### src/design/ihex_pkg.sv
package ihex_pkg;

   localparam logic [7:0] CHAR_COLON   = 8'h3A;
   localparam logic [7:0] CHAR_NEWLINE = 8'h0A;

   localparam logic [31:0] MEMORY_SIZE_RESET = 32'd131072;

   localparam logic [7:0] REC_DATA    = 8'h00;
   localparam logic [7:0] REC_END     = 8'h01;
   localparam logic [7:0] REC_SEGMENT = 8'h02;
   localparam logic [7:0] REC_LINEAR  = 8'h04;

   localparam logic [1:0] KIND_WRITE  = 2'd0;
   localparam logic [1:0] KIND_DONE   = 2'd1;
   localparam logic [1:0] KIND_FAILED = 2'd2;

   localparam logic [1:0] FAIL_NOT_HEX    = 2'd0;
   localparam logic [1:0] FAIL_LINE_SHORT = 2'd1;
   localparam logic [1:0] FAIL_CHECKSUM   = 2'd2;
   localparam logic [1:0] FAIL_RANGE      = 2'd3;

   localparam logic CSR_BASE_ADDRESS = 1'b0;
   localparam logic CSR_MEMORY_SIZE  = 1'b1;

   typedef enum logic [2:0] {
      PHASE_LINE_START,
      PHASE_SKIP,
      PHASE_HEADER,
      PHASE_DATA,
      PHASE_CHECKSUM,
      PHASE_TAIL
   } phase_type;

   typedef struct packed {
      logic [7:0] text_char;
      logic       final_char;
   } char_item_type;

   typedef struct packed {
      logic [31:0] base_address;
      logic [31:0] memory_size;
   } cfg_type;

   // Bit 4 is set for a valid hex digit, bits 3:0 hold its value.
   function automatic logic [4:0] hex_digit(input logic [7:0] c);
      logic [4:0] result;
      result = 5'b0;
      if (c >= 8'h30 && c <= 8'h39) begin
         result = {1'b1, 4'(c - 8'h30)};
      end else if (c >= 8'h41 && c <= 8'h46) begin
         result = {1'b1, 4'(c - 8'h37)};
      end else if (c >= 8'h61 && c <= 8'h66) begin
         result = {1'b1, 4'(c - 8'h57)};
      end
      return result;
   endfunction

endpackage

### src/design/ihex_channels.sv
interface ihex_req_if;
   logic       valid;
   logic       ready;
   logic [7:0] text_char;
   logic       final_char;
   modport source (output valid, output text_char, output final_char, input ready);
   modport sink (input valid, input text_char, input final_char, output ready);
endinterface

interface ihex_rsp_if;
   logic        valid;
   logic        ready;
   logic [1:0]  result_kind;
   logic [31:0] write_offset;
   logic [7:0]  write_byte;
   logic [1:0]  fail_code;
   modport source (output valid, output result_kind, output write_offset,
                   output write_byte, output fail_code, input ready);
   modport sink (input valid, input result_kind, input write_offset,
                 input write_byte, input fail_code, output ready);
endinterface

interface ihex_csr_if;
   logic        valid;
   logic        ready;
   logic        index;
   logic [31:0] data;
   modport source (output valid, output index, output data, input ready);
   modport sink (input valid, input index, input data, output ready);
endinterface

### src/design/intel_hex_record_parser_top.sv
// Intel HEX record parser.
// The req_ch channel carries one character of file text per transfer, with
// final_char set on the last character of the file. The rsp_ch channel
// returns at most one result per character: a byte write with its buffer
// offset, load done, or load failed with a code. After done or failed the
// parser ignores text until a character with final_char set rearms it.
// The csr_ch channel writes base_address (index 0) and memory_size
// (index 1) and is always ready; the user is to write it only while the
// parser idles, and the block itself does not enforce this.
// A character enters an input register, is parsed by one pass of logic and
// its result is loaded into the output register, where it waits until it
// is transferred. One character is taken per cycle while the output
// register is free or draining; one parse step handles each character.
// When the receiver stalls, the output register holds its result and the
// input register takes one more character, then req_ch.ready drops.
// Synchronous reset empties both registers, rearms the parser and restores
// the configuration defaults (base 0, memory size 131072 bytes).
module intel_hex_record_parser_top
   import ihex_pkg::*;
(
   input logic         clock,
   input logic         reset,
   ihex_req_if.sink    req_ch,
   ihex_rsp_if.source  rsp_ch,
   ihex_csr_if.sink    csr_ch
);

   cfg_type       cfg;
   logic          take;
   logic          item_valid;
   char_item_type item;

   ihex_csr u_csr (
      .clock (clock),
      .reset (reset),
      .csr   (csr_ch),
      .cfg   (cfg)
   );

   ihex_input_reg u_input_reg (
      .clock      (clock),
      .reset      (reset),
      .req        (req_ch),
      .take       (take),
      .item_valid (item_valid),
      .item       (item)
   );

   ihex_parser u_parser (
      .clock      (clock),
      .reset      (reset),
      .cfg        (cfg),
      .item_valid (item_valid),
      .item       (item),
      .take       (take),
      .rsp        (rsp_ch)
   );

endmodule

### src/design/ihex_csr.sv
module ihex_csr
   import ihex_pkg::*;
(
   input  logic       clock,
   input  logic       reset,
   ihex_csr_if.sink   csr,
   output cfg_type    cfg
);

   logic [31:0] base_address_ff;
   logic [31:0] memory_size_ff;

   assign csr.ready = 1'b1;

   always_ff @(posedge clock) begin
      if (reset) begin
         base_address_ff <= 32'd0;
         memory_size_ff  <= MEMORY_SIZE_RESET;
      end else if (csr.valid) begin
         unique case (csr.index)
            CSR_BASE_ADDRESS: base_address_ff <= csr.data;
            CSR_MEMORY_SIZE:  memory_size_ff  <= csr.data;
         endcase
      end
   end

   assign cfg.base_address = base_address_ff;
   assign cfg.memory_size  = memory_size_ff;

endmodule

### src/design/ihex_input_reg.sv
module ihex_input_reg
   import ihex_pkg::*;
(
   input  logic          clock,
   input  logic          reset,
   ihex_req_if.sink      req,
   input  logic          take,
   output logic          item_valid,
   output char_item_type item
);

   logic          valid_ff;
   char_item_type item_ff;
   logic          load;

   assign req.ready = !valid_ff || take;
   assign load      = req.valid && req.ready;

   always_ff @(posedge clock) begin
      if (reset) begin
         valid_ff <= 1'b0;
      end else if (load) begin
         valid_ff <= 1'b1;
      end else if (take) begin
         valid_ff <= 1'b0;
      end
   end

   always_ff @(posedge clock) begin
      if (load) begin
         item_ff.text_char  <= req.text_char;
         item_ff.final_char <= req.final_char;
      end
   end

   assign item_valid = valid_ff;
   assign item       = item_ff;

endmodule

### src/design/ihex_parser.sv
module ihex_parser
   import ihex_pkg::*;
(
   input  logic          clock,
   input  logic          reset,
   input  cfg_type       cfg,
   input  logic          item_valid,
   input  char_item_type item,
   output logic          take,
   ihex_rsp_if.source    rsp
);

   phase_type   phase_ff, phase_in;
   logic [3:0]  high_nibble_ff, high_nibble_in;
   logic        digit_odd_ff, digit_odd_in;
   logic [7:0]  record_length_ff, record_length_in;
   logic [7:0]  offset_high_ff, offset_high_in;
   logic [7:0]  record_type_ff, record_type_in;
   logic [7:0]  running_sum_ff, running_sum_in;
   logic [7:0]  byte_index_ff, byte_index_in;
   logic [15:0] first_two_ff, first_two_in;
   logic [19:0] segment_ff, segment_in;
   logic [15:0] linear_ff, linear_in;
   logic        range_fault_ff, range_fault_in;
   logic        finished_ff, finished_in;
   logic [31:0] start_ff, start_in;

   logic        rsp_valid_ff;
   logic [1:0]  kind_ff, kind_in;
   logic [31:0] offset_ff, offset_in;
   logic [7:0]  byte_ff, byte_in;
   logic [1:0]  code_ff, code_in;
   logic        emit;

   assign take = item_valid && (!rsp_valid_ff || rsp.ready);

   always_comb begin
      logic [4:0]  digit;
      logic [7:0]  b;
      logic [7:0]  index_next;
      logic [32:0] span_end;
      logic        has_fail;
      logic        done;
      logic        wr;
      logic        fin;
      logic        rearm;
      logic        clear;

      phase_in         = phase_ff;
      high_nibble_in   = high_nibble_ff;
      digit_odd_in     = digit_odd_ff;
      record_length_in = record_length_ff;
      offset_high_in   = offset_high_ff;
      record_type_in   = record_type_ff;
      running_sum_in   = running_sum_ff;
      byte_index_in    = byte_index_ff;
      first_two_in     = first_two_ff;
      segment_in       = segment_ff;
      linear_in        = linear_ff;
      range_fault_in   = range_fault_ff;
      finished_in      = finished_ff;
      start_in         = start_ff;
      kind_in          = KIND_WRITE;
      offset_in        = 32'd0;
      byte_in          = 8'd0;
      code_in          = FAIL_NOT_HEX;
      emit             = 1'b0;

      digit      = hex_digit(item.text_char);
      b          = {high_nibble_ff, digit[3:0]};
      index_next = byte_index_ff + 8'd1;
      span_end   = {1'b0, start_ff} + {25'd0, record_length_ff};
      has_fail   = 1'b0;
      done       = 1'b0;
      wr         = 1'b0;
      fin        = item.final_char;
      rearm      = 1'b0;
      clear      = 1'b0;

      if (finished_ff) begin
         rearm = fin;
      end else begin
         unique case (phase_ff)
            PHASE_LINE_START: begin
               if (item.text_char == CHAR_COLON) begin
                  clear    = 1'b1;
                  phase_in = PHASE_HEADER;
               end else if (item.text_char != CHAR_NEWLINE) begin
                  phase_in = PHASE_SKIP;
               end
            end
            PHASE_SKIP, PHASE_TAIL: begin
               if (item.text_char == CHAR_NEWLINE) begin
                  phase_in = PHASE_LINE_START;
               end
            end
            PHASE_HEADER, PHASE_DATA, PHASE_CHECKSUM: begin
               if (item.text_char == CHAR_NEWLINE) begin
                  has_fail = 1'b1;
                  code_in  = FAIL_LINE_SHORT;
               end else if (!digit[4]) begin
                  has_fail = 1'b1;
                  code_in  = FAIL_NOT_HEX;
               end else if (!digit_odd_ff) begin
                  high_nibble_in = digit[3:0];
                  digit_odd_in   = 1'b1;
               end else begin
                  digit_odd_in   = 1'b0;
                  running_sum_in = running_sum_ff + b;
                  if (phase_ff == PHASE_HEADER) begin
                     byte_index_in = index_next;
                     unique case (byte_index_ff[1:0])
                        2'd0: record_length_in = b;
                        2'd1: offset_high_in   = b;
                        2'd2: begin
                           start_in = {linear_ff, 16'd0} + {12'd0, segment_ff}
                                    + {16'd0, offset_high_ff, b} - cfg.base_address;
                        end
                        2'd3: begin
                           record_type_in = b;
                           byte_index_in  = 8'd0;
                           if (b == REC_DATA) begin
                              range_fault_in = span_end > {1'b0, cfg.memory_size};
                           end
                           phase_in = (record_length_ff != 8'd0) ? PHASE_DATA
                                                                 : PHASE_CHECKSUM;
                        end
                     endcase
                  end else if (phase_ff == PHASE_DATA) begin
                     if (byte_index_ff == 8'd0) begin
                        first_two_in = {b, 8'd0};
                     end else if (byte_index_ff == 8'd1) begin
                        first_two_in = {first_two_ff[15:8], b};
                     end
                     if (record_type_ff == REC_DATA && !range_fault_ff) begin
                        wr        = 1'b1;
                        offset_in = start_ff + {24'd0, byte_index_ff};
                        byte_in   = b;
                     end
                     byte_index_in = index_next;
                     if (index_next >= record_length_ff) begin
                        phase_in = PHASE_CHECKSUM;
                     end
                  end else begin
                     phase_in = PHASE_TAIL;
                     if (running_sum_in != 8'd0) begin
                        has_fail = 1'b1;
                        code_in  = FAIL_CHECKSUM;
                     end else if (range_fault_ff) begin
                        has_fail = 1'b1;
                        code_in  = FAIL_RANGE;
                     end else if (record_type_ff == REC_END) begin
                        done = 1'b1;
                     end else if (record_type_ff == REC_SEGMENT) begin
                        segment_in = {first_two_ff, 4'd0};
                     end else if (record_type_ff == REC_LINEAR) begin
                        linear_in = first_two_ff;
                     end
                  end
               end
            end
            default: phase_in = PHASE_LINE_START;
         endcase

         if (!has_fail && fin && (phase_in == PHASE_HEADER || phase_in == PHASE_DATA
                                  || phase_in == PHASE_CHECKSUM)) begin
            has_fail = 1'b1;
            code_in  = FAIL_LINE_SHORT;
         end

         if (has_fail) begin
            emit        = 1'b1;
            kind_in     = KIND_FAILED;
            offset_in   = 32'd0;
            byte_in     = 8'd0;
            finished_in = 1'b1;
         end else if (done || fin) begin
            emit        = 1'b1;
            kind_in     = KIND_DONE;
            offset_in   = 32'd0;
            byte_in     = 8'd0;
            code_in     = FAIL_NOT_HEX;
            finished_in = 1'b1;
         end else if (wr) begin
            emit    = 1'b1;
            code_in = FAIL_NOT_HEX;
         end
         rearm = emit && fin;
      end

      if (clear || rearm) begin
         high_nibble_in   = 4'd0;
         digit_odd_in     = 1'b0;
         record_length_in = 8'd0;
         offset_high_in   = 8'd0;
         record_type_in   = 8'd0;
         running_sum_in   = 8'd0;
         byte_index_in    = 8'd0;
         first_two_in     = 16'd0;
         range_fault_in   = 1'b0;
         start_in         = 32'd0;
      end
      if (rearm) begin
         phase_in    = PHASE_LINE_START;
         segment_in  = 20'd0;
         linear_in   = 16'd0;
         finished_in = 1'b0;
      end
   end

   always_ff @(posedge clock) begin
      if (reset) begin
         phase_ff         <= PHASE_LINE_START;
         high_nibble_ff   <= 4'd0;
         digit_odd_ff     <= 1'b0;
         record_length_ff <= 8'd0;
         offset_high_ff   <= 8'd0;
         record_type_ff   <= 8'd0;
         running_sum_ff   <= 8'd0;
         byte_index_ff    <= 8'd0;
         first_two_ff     <= 16'd0;
         segment_ff       <= 20'd0;
         linear_ff        <= 16'd0;
         range_fault_ff   <= 1'b0;
         finished_ff      <= 1'b0;
         start_ff         <= 32'd0;
      end else if (take) begin
         phase_ff         <= phase_in;
         high_nibble_ff   <= high_nibble_in;
         digit_odd_ff     <= digit_odd_in;
         record_length_ff <= record_length_in;
         offset_high_ff   <= offset_high_in;
         record_type_ff   <= record_type_in;
         running_sum_ff   <= running_sum_in;
         byte_index_ff    <= byte_index_in;
         first_two_ff     <= first_two_in;
         segment_ff       <= segment_in;
         linear_ff        <= linear_in;
         range_fault_ff   <= range_fault_in;
         finished_ff      <= finished_in;
         start_ff         <= start_in;
      end
   end

   always_ff @(posedge clock) begin
      if (reset) begin
         rsp_valid_ff <= 1'b0;
      end else if (take) begin
         rsp_valid_ff <= emit;
      end else if (rsp.ready) begin
         rsp_valid_ff <= 1'b0;
      end
   end

   always_ff @(posedge clock) begin
      if (take && emit) begin
         kind_ff   <= kind_in;
         offset_ff <= offset_in;
         byte_ff   <= byte_in;
         code_ff   <= code_in;
      end
   end

   assign rsp.valid        = rsp_valid_ff;
   assign rsp.result_kind  = kind_ff;
   assign rsp.write_offset = offset_ff;
   assign rsp.write_byte   = byte_ff;
   assign rsp.fail_code    = code_ff;

endmodule
### src/flat_wrapper.sv
// flat-port wrapper written by rule: the top's interface ports become plain ports
module intel_hex_record_parser_top_flat import ihex_pkg::*;
  (clock, reset, req_ch_valid, req_ch_text_char, req_ch_final_char, req_ch_ready, rsp_ch_valid, rsp_ch_result_kind, rsp_ch_write_offset, rsp_ch_write_byte, rsp_ch_fail_code, rsp_ch_ready, csr_ch_valid, csr_ch_index, csr_ch_data, csr_ch_ready);
  ihex_req_if req_ch_i ();
  ihex_rsp_if rsp_ch_i ();
  ihex_csr_if csr_ch_i ();
  input logic clock;
  input logic reset;
  input wire logic [$bits(req_ch_i.valid)-1:0] req_ch_valid;
  input wire logic [$bits(req_ch_i.text_char)-1:0] req_ch_text_char;
  input wire logic [$bits(req_ch_i.final_char)-1:0] req_ch_final_char;
  output wire logic [$bits(req_ch_i.ready)-1:0] req_ch_ready;
  output wire logic [$bits(rsp_ch_i.valid)-1:0] rsp_ch_valid;
  output wire logic [$bits(rsp_ch_i.result_kind)-1:0] rsp_ch_result_kind;
  output wire logic [$bits(rsp_ch_i.write_offset)-1:0] rsp_ch_write_offset;
  output wire logic [$bits(rsp_ch_i.write_byte)-1:0] rsp_ch_write_byte;
  output wire logic [$bits(rsp_ch_i.fail_code)-1:0] rsp_ch_fail_code;
  input wire logic [$bits(rsp_ch_i.ready)-1:0] rsp_ch_ready;
  input wire logic [$bits(csr_ch_i.valid)-1:0] csr_ch_valid;
  input wire logic [$bits(csr_ch_i.index)-1:0] csr_ch_index;
  input wire logic [$bits(csr_ch_i.data)-1:0] csr_ch_data;
  output wire logic [$bits(csr_ch_i.ready)-1:0] csr_ch_ready;
  assign req_ch_i.valid = req_ch_valid;
  assign req_ch_i.text_char = req_ch_text_char;
  assign req_ch_i.final_char = req_ch_final_char;
  assign req_ch_ready = req_ch_i.ready;
  assign rsp_ch_valid = rsp_ch_i.valid;
  assign rsp_ch_result_kind = rsp_ch_i.result_kind;
  assign rsp_ch_write_offset = rsp_ch_i.write_offset;
  assign rsp_ch_write_byte = rsp_ch_i.write_byte;
  assign rsp_ch_fail_code = rsp_ch_i.fail_code;
  assign rsp_ch_i.ready = rsp_ch_ready;
  assign csr_ch_i.valid = csr_ch_valid;
  assign csr_ch_i.index = csr_ch_index;
  assign csr_ch_i.data = csr_ch_data;
  assign csr_ch_ready = csr_ch_i.ready;
  intel_hex_record_parser_top u_core (.clock(clock), .reset(reset), .req_ch(req_ch_i), .rsp_ch(rsp_ch_i), .csr_ch(csr_ch_i));
endmodule
### config.mk
export PLATFORM = sky130hd
export DESIGN_NAME = intel_hex_record_parser_top_flat
export DESIGN_NICKNAME = d
export VERILOG_FILES = /design/src/design/ihex_pkg.sv /design/src/design/ihex_channels.sv /design/src/design/intel_hex_record_parser_top.sv /design/src/design/ihex_csr.sv /design/src/design/ihex_input_reg.sv /design/src/design/ihex_parser.sv /design/src/flat_wrapper.sv
export SDC_FILE = /design/constraint.sdc
export NUM_CORES = 1
export LEC_CHECK = 0
export BUFFER_PORTS_ARGS = -buffer_cell sky130_fd_sc_hd__buf_2
export CAP_MARGIN = 20
export CORE_ASPECT_RATIO = 1.4
export CORE_UTILIZATION = 66
export DETAILED_ROUTE_END_ITERATION = 6
export PLACE_DENSITY = 0.95
export SYNTH_ARGS = -nofsm -noshare
export SYNTH_HDL_FRONTEND = slang
export SYNTH_SLANG_ARGS = --single-unit
### constraint.sdc
create_clock -name clock -period 20.8 [get_ports clock]
set_clock_uncertainty 0.1 [all_clocks]
set_input_delay 1.04 -clock clock [delete_from_list [all_inputs] [get_ports clock]]
set_output_delay 1.04 -clock clock [all_outputs]
set_load 0.03 [all_outputs]
==> impl_metrics.json, run 1 <==
{
  "run_status": "finished, final reports clean",
  "cp.arrival_ns": 6.20,
  "power.total_mw": 1.10,
  "setup_violations": 0,
  "leakagePower_nw": 6.54,
  "die-area_um2": 22300,
  "yosys.area_share.xor_xnor": 0.0587,
  "worstSetupStartpointType": "flop",
  "setup_ws_ns": 14.66,
  "synth-simple-area-share": 0.180,
  "cts_resized": 0,
  "syn_area_per_cell_um2": 8.52,
  "path_clk_slew_ns": 0.06,
  "post-place-ws_ns": 14.80,
  "gr-usage-all-layers": 0.362,
  "crit_top_cell": "inv_1",
  "n_fill_cell": 1364,
  "layoutNonFillerInstCount": 2024,
  "grt_pass1_wl_um": 63500,
  "clock_latency_ns": 0.53,
  "path_cells": "inv_1 -> ha_1 -> o21bai_1 -> a2111oi_0 -> a21oi_1 -> inv_1 -> ha_1 -> inv_1 -> fa_1 -> nor2b_1 -> o21ai_0 -> a21oi_1 -> nor2_1 -> or4_1 -> nor4_1 -> and3_1 -> nor3_1 -> a21boi_4 -> buf_4",
  "areaGrowthSynthToFinish_pct": 10.6,
  "maxCapViolations": 0,
  "cts.sinks": 249,
  "drt_pass1_iterations": 6,
  "fin_crit_sh": 0.295,
  "dieWidth_um": 127,
  "cts_tree": "done",
  "grt_pass1_vias": 12572,
  "drtAntennaViolNets": 0,
  "multi_input_area_um2": 7940,
  "nets": 1931,
  "postCtsHoldBufs": 0,
  "slew_viol_final": 0,
  "numPortBuffers": 92,
  "synth_compound_area_frac": 0.164,
  "coreArea_um2": 21200,
  "yosys.area_share.adder": 0.130,
  "async_flop_share": 0,
  "antenna_found_initial": 0,
  "antennaDiodeCount": 0,
  "ir_drop_mv": 0.0704,
  "cts_setup_buffers": 0,
  "routed_via_density": 6.31,
  "regArea_um2": 5520,
  "syn_area_um2": 14300,
  "fp.dieH_um": 176,
  "startpoint": "u_core.u_input_reg.item[1]$_DFFE_PP_",
  "max_stage_delay_ns": 0.91,
  "drive_above_1_share": 0.0935,
  "wirelength_um": 39800,
  "drt-wirelength-per-cell_um": 19.7,
  "drt_iter0_drc": 1369,
  "postSynthCellCount": 1682,
  "max_freq_ghz": 0.163,
  "cp_max_fo": 44,
  "synth_ff_type": "dfxtp_1",
  "worst-setup-path-type": "reg2reg",
  "grt_max_degree": 82,
  "rows": 63,
  "yosysSeqAreaShare": 0.385,
  "relSlewSlack": 0.307,
  "overflow": 0,
  "synth_top_family_by_area": "simple AND/OR/NAND/NOR gates",
  "worstSetupEndpointType": "flop",
  "drc": 0,
  "htree_levels": 1,
  "tightest_slew_ns": 1.01,
  "place_inst": 1977,
  "ioPinCount": 94,
  "numCtsBuffers": 24,
  "synth_edf_count": 53,
  "synth_fp_nets": 1866,
  "rsz0062_at_grt": "false",
  "synth_cell_type_count": 66,
  "start_util": 0.676,
  "r2r-start": "u_core.u_input_reg.item[1]$_DFFE_PP_",
  "layout_common_cells": "nand2_1 (206), dfxtp_1 (196), a21oi_1 (165)",
  "min_period_ns": 6.14,
  "min-delay-path-class": "reg2reg",
  "worstPathRequired_ns": 20.86,
  "worst_path_max_delay_cell": "a2111oi_0",
  "hold_violations": 0,
  "finalSetupTns_ns": 0,
  "cts_root_buffer": "clkbuf_16",
  "power_density_nw_per_um2": 69.1,
  "yosysWarnings": 0,
  "vias": 12780,
  "holdWs_ns": 0.354,
  "final_common_cell": "nand2_1",
  "dpl.hpwl_um": 28600,
  "clk_path_buf_depth": 3,
  "place.gp.congestion": 0.989,
  "muxShareOfSynthArea": 0.0196,
  "ys_ff_latch": 249,
  "min_from": "u_core.u_csr.memory_size_ff[29]$_SDFFE_PP0P_"
}
-- where the power goes --
part | total [mW] | internal, mW | switching [mW]
clock | 0.460 | 0.270 | 0.190
combinational | 0.121 | 0.0453 | 0.0761
sequential | 0.514 | 0.503 | 0.0108
total | 1.10 | 0.819 | 0.277
-- critical path: cells and delay by family (launching register included) --
family / cells / cell delay [ns]
simple gates: 6 / 1.60
buf+inv: 4 / 0.86
fa+ha+maj: 3 / 0.77
flops: 1 / 0.47
compound gates: 6 / 1.90
-- stage by stage --
step	util	instance area, um^2
4_1_cts	0.745	15800
3_5_place_dp	0.705	15000
3_3_place_gp	0.705	15000
2_1_floorplan	-	14300
5_1_grt	0.747	15800
6_report	0.747	15800
-- layout make-up --
cell class | instances | share of cell area
Multi-Input combinational cell | 1201 | 0.501
Sequential cell | 249 | 0.348
Clock buffer | 34 | 0.0461
Timing Repair Buffer | 111 | 0.0395
Inverter | 160 | 0.0379
Tap cell | 260 | 0.0205
Clock inverter | 9 | 0.00648
-- sequential cells by signal, summed over array words and instances (netlist names), 9 cells and up --
name                              count
u_core.u_parser.rsp.write_offset     32
u_core.u_parser.first_two_ff         16
u_core.u_csr.base_address_ff         32
u_core.u_parser.start_ff             32
u_core.u_csr.memory_size_ff          32
u_core.u_parser.segment_ff           16
u_core.u_input_reg.item               9
u_core.u_parser.linear_ff            16
-- Yosys cell counts, drive strengths merged (3+ instances only) --
master / n / area (um^2)
and2: 8 / 50.1
nor3: 39 / 205
xor2: 30 / 263
nand3b: 5 / 37.5
a311oi: 4 / 35.0
edfxtp: 53 / 1590
nand4: 15 / 93.8
o21ai: 39 / 195
and4: 5 / 43.8
xnor2: 66 / 578
or3: 4 / 25.0
buf: 13 / 66.3
o2111ai: 3 / 26.3
inv: 160 / 601
a21oi: 166 / 831
a31oi: 10 / 62.6
or4: 5 / 37.5
a211oi: 5 / 37.5
nor2: 162 / 608
nand2: 206 / 773
nor2b: 21 / 131
nor4: 9 / 56.3
nand2b: 15 / 93.8
fa: 20 / 400
or2: 4 / 25.0
o21a: 5 / 37.5
clkbuf: 59 / 221
and3: 13 / 81.3
a22oi: 24 / 180
o31a: 4 / 35.0
nand3: 51 / 255
a21o: 33 / 248
mux2i: 28 / 280
a31o: 3 / 26.3
dfxtp: 196 / 3920
a22o: 40 / 350
o31ai: 5 / 37.5
o21bai: 7 / 52.6
a41oi: 4 / 42.6
ha: 117 / 1460
-- layer usage --
metal / global-route usage / share of wire
met1: 0.401 / 0.36
met2: 0.641 / 0.50
met3: 0.0536 / 0.068
met4: 0.246 / 0.071
met5: 0 / 0
-- final timing paths --
| path | endpoint | slack, ns | depth (start not counted) |
|---|---|---|---|
| worst max-delay path | u_core.u_parser.rsp.write_offset[25]$_SDFFCE_PP0P_ | 14.66 | 19 |
| worst min-delay path | u_core.u_csr.memory_size_ff[29]$_SDFFE_PP0P_ | 0.35 | 2 |
| worst max register to register | u_core.u_parser.rsp.write_offset[25]$_SDFFCE_PP0P_ | 14.66 | 19 |
| worst min register to register | u_core.u_csr.memory_size_ff[29]$_SDFFE_PP0P_ | 0.35 | 2 |
-- kinds of logic after synthesis --
family / Yosys count
simple gates: 569
xor+xnor: 96
other cells: 1
mux: 28
flops: 249
fa+ha+maj: 137
compound gates: 370
buf+inv: 232
(Power assumes the default switching activity.)
==> run 2, diff against run 1 <==
--- a/config.mk
+++ b/config.mk
@@ -8,9 +8,9 @@
 export BUFFER_PORTS_ARGS = -buffer_cell sky130_fd_sc_hd__buf_2
 export CAP_MARGIN = 20
 export CORE_ASPECT_RATIO = 1.4
-export CORE_UTILIZATION = 66
+export CORE_UTILIZATION = 56
 export DETAILED_ROUTE_END_ITERATION = 6
-export PLACE_DENSITY = 0.95
+export PLACE_DENSITY = 0.88
 export SYNTH_ARGS = -nofsm -noshare
 export SYNTH_HDL_FRONTEND = slang
 export SYNTH_SLANG_ARGS = --single-unit
==> constraint.sdc (replaced) <==
create_clock -name clock -period 5.1 [get_ports clock]
set_clock_uncertainty 0.1 [all_clocks]
set_input_delay 0.255 -clock clock [delete_from_list [all_inputs] [get_ports clock]]
set_output_delay 0.255 -clock clock [all_outputs]
set_load 0.03 [all_outputs]
==> impl_metrics.json, run 2 (synthesis results as in run 1) <==
{
  "coreArea_um2": 24900,
  "routed_via_density": 6.01,
  "min_period_ns": 4.91,
  "place.gp.congestion": 0.994,
  "layoutNonFillerInstCount": 2143,
  "crit_top_cell": "ha_1",
  "antenna_found_initial": 0,
  "worstSetupStartpointType": "flop",
  "areaGrowthSynthToFinish_pct": 16.1,
  "dpl.hpwl_um": 29100,
  "path_delay_family": "compound AO/OA/AOI/OAI gates",
  "cts_root_buffer": "clkbuf_16",
  "fin_util": 0.667,
  "min-delay-path-class": "in2reg",
  "cp.arrival_ns": 5.24,
  "numCtsBuffers": 25,
  "place_area_um2": 15200,
  "grt_pass1_wl_um": 64200,
  "worst-setup-path-type": "reg2reg",
  "maxCapViolations": 0,
  "cts_tree": "done",
  "drt_iter0_drc": 1000,
  "cp_max_fo": 5,
  "setup_violations": 0,
  "multi_input_area_um2": 8010,
  "slew_viol_final": 0,
  "gr-usage-all-layers": 0.316,
  "drive_above_1_share": 0.108,
  "start_util": 0.575,
  "fp.dieH_um": 191,
  "layout_common_cells": "nand2_1 (206), dfxtp_1 (196), a21oi_1 (163)",
  "path_clk_slew_ns": 0.07,
  "drtAntennaViolNets": 0,
  "fin_crit_sh": 0.963,
  "worstSetupEndpointType": "flop",
  "max_freq_ghz": 0.204,
  "hold_violations": 0,
  "antennaDiodeCount": 0,
  "path_cells": "inv_1 -> ha_1 -> o21bai_1 -> a2111o_1 -> and2_1 -> o21ai_1 -> inv_1 -> buf_4 -> ha_1 -> ha_1 -> a21oi_1 -> o22ai_1 -> o311ai_1 -> nand2_1 -> a31o_2 -> a311oi_1 -> nor2_1 -> or3_1 -> a32o_1",
  "final_common_cell": "nand2_1",
  "n_fill_cell": 1865,
  "max_stage_delay_ns": 0.48,
  "vias": 12869,
  "ir_drop_mv": 0.322,
  "rows": 68,
  "worst_path_max_delay_cell": "a2111o_1",
  "drt-wirelength-per-cell_um": 19.2,
  "numPortBuffers": 92,
  "grt_pass1_vias": 12801,
  "run_status": "finished, final reports clean",
  "stdcell_area_um2": 16600,
  "nets": 1993,
  "regArea_um2": 5520,
  "clock_latency_ns": 0.55,
  "die-area_um2": 26200,
  "critPathBufInv": 3,
  "worstPathRequired_ns": 5.42,
  "relSlewSlack": 0.374,
  "power_density_nw_per_um2": 275,
  "clk_path_buf_depth": 3,
  "cts.sinks": 249,
  "htree_levels": 1,
  "leakagePower_nw": 6.86,
  "overflow": 0,
  "place_inst": 2051,
  "drt_pass1_iterations": 6,
  "dieWidth_um": 137,
  "grt_max_degree": 90,
  "drc": 0,
  "tightest_slew_ns": 0.940,
  "ioPinCount": 94,
  "wirelength_um": 41100
}
## run 2: cell count changes in the layout (fill, tap and decap cells not counted), moves of 3 or more
cell and change:
buf_4 +15, clkinv_4 +3, clkbuf_16 +4, dlygate4sd3_1 +43
## run 2: what timing repair did
item | in CTS | in global routing
resized for setup | 2 | 10
hold buffers | 43 | 0
hold endpoints to repair | 75 | 0
setup buffers | 0 | 1
setup endpoints to repair | 51 | 116
gates cloned | 0 | 1
pin swaps | 0 | 3
## run 2: worst reg2reg max path: stages (launching register included)
cell and delay (ns):
edfxtp_1 0.39, inv_1 0.09, ha_1 0.21, o21bai_1 0.15
a2111o_1 0.48, and2_1 0.16, o21ai_1 0.16, inv_1 0.13
buf_4 0.18, ha_1 0.22, ha_1 0.35, a21oi_1 0.20
o22ai_1 0.15, o311ai_1 0.40, nand2_1 0.18, a31o_2 0.29
a311oi_1 0.31, nor2_1 0.10, or3_1 0.31, a32o_1 0.25
## run 2: metrics by stage
| step | power, mW | hold WS (ns) | setup TNS [ns] | worst slack (ns) |
|---|---|---|---|---|
| floorplan | 2.47 | 0.254 | 0 | 0.0310 |
| global placement | 2.60 | 0.332 | 0 | 0.0798 |
| detailed placement | 2.61 | 0.333 | -2.38 | -0.0624 |
| CTS | 4.57 | 0.217 | 0 | 0.0576 |
| global route | 4.70 | 0.259 | -0.974 | -0.0323 |
| finish | 4.58 | 0.216 | 0 | 0.188 |
## run 2: cell type report
cell class | count | area share
inverters | 160 | 0.0361
well taps | 315 | 0.0237
clock buffers | 33 | 0.0463
repair buffers | 172 | 0.0742
clock inverters | 13 | 0.00692
flip-flops and latches | 249 | 0.332
multi-input cells | 1201 | 0.481
## run 2: final timing paths
kind                                                start                                           end  slack [ns]  depth (start not counted)
min reg2reg  u_core.u_csr.memory_size_ff[19]$_SDFFE_PP0P_  u_core.u_csr.memory_size_ff[19]$_SDFFE_PP0P_        0.36                          2
max reg2reg          u_core.u_input_reg.item[2]$_DFFE_PP_     u_core.u_parser.start_ff[30]$_SDFFE_PP0P_        0.19                         19
max                  u_core.u_input_reg.item[2]$_DFFE_PP_     u_core.u_parser.start_ff[30]$_SDFFE_PP0P_        0.19                         19
min                                                 reset    u_core.u_input_reg.item_valid$_SDFFE_PP0P_        0.22                          2
## run 2: power breakdown
part / switching [mW] / internal (mW) / leakage, nW / total [mW]
Clock: 0.830 / 1.13 / 0.441 / 1.96
Combinational: 0.314 / 0.212 / 4.29 / 0.526
Sequential: 0.0464 / 2.05 / 2.13 / 2.10
## run 2: layer usage
layer / vias to the layer above / routed length (um) / part of all wire / GRT usage
met1: 5988 / 15000 / 0.36 / 0.346
met2: 637 / 20200 / 0.49 / 0.553
li1: 6057 / - / - / -
met4: 0 / 2990 / 0.073 / 0.208
met3: 187 / 2980 / 0.072 / 0.0544
met5: - / 0 / 0 / 0
